**src/design/mhpq_pkg.sv**
```systemverilog
// Shared types and constants of the max-heap priority queue
`timescale 1ns / 1ps

package mhpq_pkg;

  localparam int unsigned CAPACITY = 1024;
  localparam int unsigned IDX_W    = $clog2(CAPACITY);
  localparam int unsigned CNT_W    = $clog2(CAPACITY + 1);
  localparam int unsigned CH_W     = IDX_W + 2;
  localparam int unsigned KEY_W    = 32;
  localparam int unsigned OCNT_W   = 11;
  localparam int unsigned STAT_W   = 2;
  localparam int unsigned RES_W    = KEY_W + STAT_W + KEY_W + OCNT_W + 1;
  localparam int unsigned OUT_W    = ((RES_W + 7) / 8) * 8;

  typedef logic signed [KEY_W-1:0] key_t;
  typedef logic [IDX_W-1:0]        idx_t;
  typedef logic [CNT_W-1:0]        cnt_t;
  typedef logic [CH_W-1:0]         child_t;

  typedef enum logic {
    KIND_INSERT = 1'b0,
    KIND_REMOVE = 1'b1
  } kind_e;

  typedef enum logic [STAT_W-1:0] {
    STAT_OK    = 2'd0,
    STAT_EMPTY = 2'd1,
    STAT_FULL  = 2'd2
  } status_e;

  typedef enum logic [2:0] {
    ST_IDLE,
    ST_UP_RD,
    ST_UP_CMP,
    ST_LAST_RD,
    ST_LAST_LD,
    ST_DN_RD,
    ST_DN_CMP,
    ST_DONE
  } state_e;

  typedef struct packed {
    logic               is_empty;
    logic [OCNT_W-1:0]  count;
    key_t               top_value;
    status_e            status;
    key_t               removed_value;
  } res_t;

endpackage

```
**src/design/mhpq_out_buf.sv**
```systemverilog
// One-entry result register between the heap sequencer and the output stream
`timescale 1ns / 1ps

module mhpq_out_buf (
  input  logic                        clk_i,
  input  logic                        rst_ni,
  input  logic                        push_i,
  input  mhpq_pkg::res_t              push_data_i,
  output logic                        push_ready_o,
  output logic                        m_axis_tvalid,
  input  logic                        m_axis_tready,
  // removed_value[31:0], status[33:32], top_value[65:34], count[76:66],
  // is_empty[77], zero pad[79:78]
  output logic [mhpq_pkg::OUT_W-1:0]  m_axis_tdata
);

  logic           valid_q, valid_d;
  mhpq_pkg::res_t data_q;

  assign push_ready_o = !valid_q || m_axis_tready;

  always_comb begin
    valid_d = valid_q;
    if (m_axis_tready) begin
      valid_d = 1'b0;
    end
    if (push_i && push_ready_o) begin
      valid_d = 1'b1;
    end
  end

  always_ff @(posedge clk_i or negedge rst_ni) begin
    if (!rst_ni) begin
      valid_q <= 1'b0;
    end else begin
      valid_q <= valid_d;
    end
  end

  always_ff @(posedge clk_i) begin
    if (push_i && push_ready_o) begin
      data_q <= push_data_i;
    end
  end

  assign m_axis_tvalid = valid_q;
  assign m_axis_tdata  = mhpq_pkg::OUT_W'(data_q);

endmodule

```
**config.mk**
```make
export PLATFORM = sky130hd
export DESIGN_NAME = mhpq_out_buf
export DESIGN_NICKNAME = d
export VERILOG_FILES = /design/src/design/mhpq_pkg.sv /design/src/design/mhpq_out_buf.sv
export SDC_FILE = /design/constraint.sdc
export NUM_CORES = 1
export LEC_CHECK = 0
export BUFFER_PORTS_ARGS = -buffer_cell sky130_fd_sc_hd__buf_2
export CORE_MARGIN = 2
export CORE_UTILIZATION = 46
export CTS_BUF_LIST = sky130_fd_sc_hd__clkbuf_8
export CTS_CLUSTER_DIAMETER = 60
export CTS_CLUSTER_SIZE = 25
export DETAILED_ROUTE_END_ITERATION = 6
export PLACE_DENSITY = 0.84
export SETUP_SLACK_MARGIN = 0.4
export SYNTH_ARGS = -nofsm -noshare
export SYNTH_HDL_FRONTEND = slang
export SYNTH_SLANG_ARGS = --single-unit
```
**constraint.sdc**
```tcl
create_clock -name clk_i -period 4 [get_ports clk_i]
set_clock_uncertainty 0.1 [all_clocks]
set_input_delay 0.4 -clock clk_i [delete_from_list [all_inputs] [get_ports clk_i]]
set_output_delay 0.4 -clock clk_i [all_outputs]
set_load 0.02 [all_outputs]
```
==> results of run 1 <==
==> state kept, by name, indices dropped and copies added, names as in the netlist <==
name / cells
m_axis_tdata: 78
m_axis_tvalid: 1
==> cells in the mapped netlist <==
library cell | instances | area share
edfxtp_1 | 78 | 0.97
conb_1 | 1 | 0.0016
and2_4 | 1 | 0.0036
nand2b_4 | 1 | 0.0057
dfrtp_1 | 1 | 0.010
nand2b_1 | 1 | 0.0026
buf_4 | 2 | 0.0062
==> report_power, final <==
group	leakage [nW]	switching [mW]	total (mW)	internal, mW
Clock	0.0937	0.261	0.538	0.277
Sequential	0.754	0.0112	0.976	0.965
Combinational	0.659	0.106	0.164	0.0580
Total	1.51	0.378	1.68	1.30
==> worst max-delay path by stage <==
stage                  endpoint  slack [ps]  cells past startpoint
2_1_floorplan   m_axis_tdata[0]        2260                      2
3_3_place_gp   m_axis_tdata[37]        2140                      3
3_5_place_dp   m_axis_tdata[76]        2100                      3
4_1_cts        m_axis_tdata[41]        2200                      2
5_1_grt        m_axis_tdata[37]        2100                      2
6_report       m_axis_tdata[60]        2190                      2
==> cell families (layout without fill, tap and decap cells) <==
family / count (synthesis) / in the layout / synth area share
buf+inv: 2 / 177 / 0.00622
flops: 79 / 79 / 0.980
other cells: 1 / 2 / 0.00155
simple gates: 3 / 3 / 0.0119
==> through the flow <==
step	hold slack, ps	util	worst slack (ps)	cells	power, mW
after floorplan	4.41	-	2260	86	1.07
after global placement	76.2	0.650	2140	315	1.15
after detailed placement	79.1	0.650	2100	315	1.16
after CTS	119	0.686	2200	331	1.69
after global routing	115	0.686	2100	331	1.73
final	126	0.686	2190	331	1.68
==> final cells by class <==
cell class              count  area share
flip-flops and latches     79       0.680
repair buffers            162       0.234
clock buffers               9      0.0356
well taps                  70      0.0251
clock inverters             6      0.0151
multi-input cells           5      0.0104
==> routing by layer <==
metal,share of wire,up-vias
li1,-,675
met1,0.32,689
met2,0.54,91
met3,0.11,15
met4,0.031,0
met5,0,-
==> impl_metrics.csv, run 1 <==
group,metric,value,unit
finish,fillCellCount,347,
synthesis,seq_area_frac_synth,0.980,
grt,antenna_found_initial,0,
hold_path,hold_end,"m_axis_tdata[4]",
pwr,p_per_area,482,mW/mm^2
worst_setup_path,critPathLaunch,"m_axis_tvalid",
drt,ant_nets,0,
floorplan,fp.coreArea,0.00507,mm^2
place,placed_area,0.00330,mm^2
worst_setup_path,r2r_setup_slack,2190,ps
grt,use_met1,0.170,
hold_path,hold_start,"push_data_i[4]",
pwr,p_leak,1.51,nW
clocking,clock-sinks,79,
clocking,numCtsBuffers,9,
clocking,root_buffer,"clkbuf_8",
worst_setup_path,crit_path_end_kind,"register",
synthesis,postSynthAreaPerCell,28.4,um^2
grt,grt_pass1_wl,7860,um
worst_setup_path,crit_path_start_kind,"register",
finish,final_cell_mix,"buf_2, edfxtp_1, clkbuf_8",
place,gp_congestion,0.672,
timing,final.setup.tns,0,ps
clocking,clkLatencyLatePin,340,ps
clocking,clk_pin_slew,80,ps
timing,setup_viol,0,
floorplan,rows,26,
worst_setup_path,ff2ff_path_depth,2,
timing,relSlewSlack,0.351,
grt,met2_usage,0.335,
pwr,peakVddDrop,0.000490,V
drt,drt_first_iter_violations,89,
grt,grt.met3_usage,0.0960,
synthesis,ys_ff_latch,79,
floorplan,die_w,76.5,um
floorplan,die-area,0.00585,mm^2
finish,nets,339,
worst_setup_path,r2r_end,"m_axis_tdata[60]",
grt,grt_max_degree,79,
worst_setup_path,cp_top_family,"simple AND/OR/NAND/NOR gates",
worst_setup_path,critPathSlowestCell,"and2_4",
finish,antennaDiodeCount,0,
timing,layout_min_cycle_time,1810,ps
hold_path,worstHoldPathType,"input port to register",
worst_setup_path,required,3860,ps
finish,multi_input_area,36.3,um^2
finish,regArea,0.00237,mm^2
worst_setup_path,crit_buf_inv,0,
clocking,h-tree-depth,3,
worst_setup_path,path_cells,"nand2b_4 > and2_4",
synthesis,ys_types,7,
synthesis,syn_area,0.00241,mm^2
drt,drc,0,
timing,fin_crit_sh,0.452,
drt,dr.pass1.iters,4,
drt,wl,5490,um
timing,rsz0062_at_grt,"no",
hold_path,hold_path_depth,1,
drt,via_per_inst,4.44,
timing,worst_pin_slew,974,ps
run_status,status,"complete, no violations",
finish,drive_above_1_share,0.674,
worst_setup_path,critPathArrivalTime,1670,ps
floorplan,start_util,0.476,
floorplan,die_h,76.5,um
timing,max_freq,553,MHz
clocking,cts_resized,0,
clocking,cts_hold_buf,1,
synthesis,yosys_warnings,0,
place,portBuffers,161,
clocking,cts_setup_buffers,0,
clocking,cts.path.max_buffers,2,
clocking,cts_tree,"yes",
finish,final_area,0.00348,mm^2
place,dp_hpwl,3910,um
drt,vias,1470,
timing,maxSlewViolCount,0,
floorplan,ios,164,
grt,grt-ovfl-total,0,
drt,avgRoutedWirePerCell,16.6,um
worst_setup_path,worst-setup-path-type,"register to register",
grt,grt_use_total,0.190,
worst_setup_path,r2r_start,"m_axis_tvalid",
grt,busiest_layer,"met2",
finish,layout_commonest_cell,"buf_2",
job,drv_cap,0,
worst_setup_path,crit_fanout,78,
grt,grt_pass1_vias,1554,
finish,area_growth,44.2,%
timing,final-hold-violation-count,0,
synthesis,synthCells,85,
worst_setup_path,critPathMaxStageDelay,800,ps
Power figures use the tool's default switching activity.
==> inputs of run 2 (changes only) <==
--- a/config.mk
+++ b/config.mk
@@ -7,12 +7,12 @@
 export LEC_CHECK = 0
 export BUFFER_PORTS_ARGS = -buffer_cell sky130_fd_sc_hd__buf_2
 export CORE_MARGIN = 2
-export CORE_UTILIZATION = 46
+export CORE_UTILIZATION = 42
 export CTS_BUF_LIST = sky130_fd_sc_hd__clkbuf_8
 export CTS_CLUSTER_DIAMETER = 60
 export CTS_CLUSTER_SIZE = 25
 export DETAILED_ROUTE_END_ITERATION = 6
-export PLACE_DENSITY = 0.84
+export PLACE_DENSITY = 0.78
 export SETUP_SLACK_MARGIN = 0.4
 export SYNTH_ARGS = -nofsm -noshare
 export SYNTH_HDL_FRONTEND = slang
==> constraint.sdc (replaced) <==
create_clock -name clk_i -period 1.7 [get_ports clk_i]
set_clock_uncertainty 0.1 [all_clocks]
set_input_delay 0.17 -clock clk_i [delete_from_list [all_inputs] [get_ports clk_i]]
set_output_delay 0.17 -clock clk_i [all_outputs]
set_load 0.02 [all_outputs]
==> run 2 against run 1 <==
  * Clock power rose by 130%
  * Final area rose by 28%
  * First-iteration DRC count rose by 120%
  * Core utilization rose by 12 points
  * Final cell count rose by 28%
  * Sequential power rose by 140%
  * Critical path type unchanged
  * Hold slack got worse by 72 ps
  * Die area rose by 9.0%
  * Total power rose by 150%
  * Largest power group unchanged
  * Critical path depth rose by 2
  * Clock-buffer cell count did not move
==> impl_metrics.csv, run 2 (synthesized netlist as in run 1, its figures left out) <==
group,metric,value,unit
place,pre_cts_slack,308,ps
drt,topRoutingLayerUsed,"met4",
finish,area_growth,84.6,%
timing,maxSlewViolCount,0,
timing,max_freq,726,MHz
drt,via_per_inst,4.75,
floorplan,die_h,79.8,um
place,gp_congestion,0.727,
timing,setup_viol,0,
worst_setup_path,crit_fanout,9,
grt,grt-ovfl-total,0,
pwr,peakVddDrop,0.000855,V
finish,drive_above_1_share,0.540,
grt,grt_max_degree,34,
worst_setup_path,crit_path_end_kind,"register",
timing,fin_crit_sh,0.810,
finish,nets,429,
drt,met3_length,1060,um
worst_setup_path,critPathMaxStageDelay,430,ps
timing,final-hold-violation-count,0,
worst_setup_path,worst-setup-path-type,"register to register",
clocking,h-tree-depth,3,
clocking,clk_pin_slew,80,ps
timing,rsz0062_at_grt,"yes",
worst_setup_path,critPathArrivalTime,1340,ps
pwr,p_leak,1.92,nW
timing,layout_min_cycle_time,1380,ps
worst_setup_path,crit_path_start_kind,"register",
pwr,p_per_area,938,mW/mm^2
job,drv_cap,0,
floorplan,die-area,0.00637,mm^2
drt,ant_nets,0,
drt,wl_met1,3210,um
finish,final_cell_mix,"buf_2, dlygate4sd3_1, edfxtp_1",
finish,final_util,0.804,
timing,setup_ws,323,ps
floorplan,fp.coreArea,0.00554,mm^2
worst_setup_path,r2r_setup_slack,320,ps
floorplan,ios,164,
hold_path,worstHoldPathType,"input port to register",
run_status,status,"complete, no violations",
place,dp_hpwl,4050,um
clocking,cts.path.max_buffers,2,
finish,largest_reg_flops,78,
drt,dr.pass1.iters,4,
clocking,clkLatencyLatePin,340,ps
worst_setup_path,critPathSlowestCell,"dfrtp_2",
pwr,fin_total_pwr,4.18,mW
finish,layout_commonest_cell,"buf_2",
drt,avgRoutedWirePerCell,21.9,um
clocking,cts_tree,"yes",
finish,fillCellCount,275,
clocking,numCtsBuffers,9,
grt,antenna_found_initial,0,
drt,drc,0,
finish,antennaDiodeCount,0,
worst_setup_path,path_cells,"nand2b_4 > and2_4 > buf_6 > clkbuf_16",
worst_setup_path,required,1670,ps
floorplan,start_util,0.436,
floorplan,rows,27,
finish,multi_input_area,36.3,um^2
place,portBuffers,161,
floorplan,die_w,79.8,um
drt,vias,2016,
grt,grt_pass1_vias,2135,
grt,grt_use_total,0.268,
clocking,root_buffer,"clkbuf_8",
finish,regArea,0.00237,mm^2
drt,drt_first_iter_violations,197,
grt,grt_pass1_wl,11800,um
drt,wl,9280,um
drt,route.met2.wl,4670,um
clocking,clock-sinks,79,
==> run 2: per-stage QoR <==
stage / hold WS [ps] / std cells / TNS, ps / instance area [um^2]
after CTS: -70.6 / 418 / 0 / 4350
final: 53.8 / 424 / 0 / 4460
after floorplan: -226 / 86 / -407 / 2420
after global routing: 48.5 / 424 / 0 / 4460
after detailed placement: -154 / 319 / 0 / 3340
after global placement: -154 / 319 / 0 / 3340
==> run 2: path summary, 6_finish.rpt <==
kind | start | endpoint | cells after the start
setup reg to reg | m_axis_tvalid | m_axis_tdata[44] | 4
min in group asynchronous | rst_ni | m_axis_tvalid | 2
hold reg to reg | m_axis_tvalid | m_axis_tvalid | 2
hold / removal | m_axis_tready | m_axis_tvalid | 3
max in group asynchronous | rst_ni | m_axis_tvalid | 2
setup / recovery | m_axis_tvalid | m_axis_tdata[44] | 4
==> run 2: routing by layer <==
metal  vias to the layer above  track usage
met3                        28        0.140
li1                        859            -
met4                         0        0.103
met1                       969        0.281
met2                       160        0.454
met5                         -            0
==> run 2: worst max-delay path, delay by kind of cell (launching register included) <==
kind,cells,cell delay (ps)
buf+inv,2,280
flops,1,430
simple gates,2,290
==> run 2: power breakdown <==
group	internal, mW	switching (mW)
combinational	0.311	0.323
clock	0.518	0.725
sequential	2.27	0.0351
==> run 2: final cells by class <==
| type | count | area share |
|---|---|---|
| clock inverters | 7 | 0.00926 |
| repair buffers | 252 | 0.403 |
| flip-flops and latches | 79 | 0.531 |
| well taps | 72 | 0.0202 |
| clock buffers | 9 | 0.0278 |
| multi-input cells | 5 | 0.00814 |
==> run 2: what timing repair did <==
item,4_1_cts,5_1_grt
cloned,1,3
endpoints found under the hold margin,80,1
setup buffers,3,2
hold buffers,79,1
endpoints found under the setup margin,69,77
resized for setup,0,4
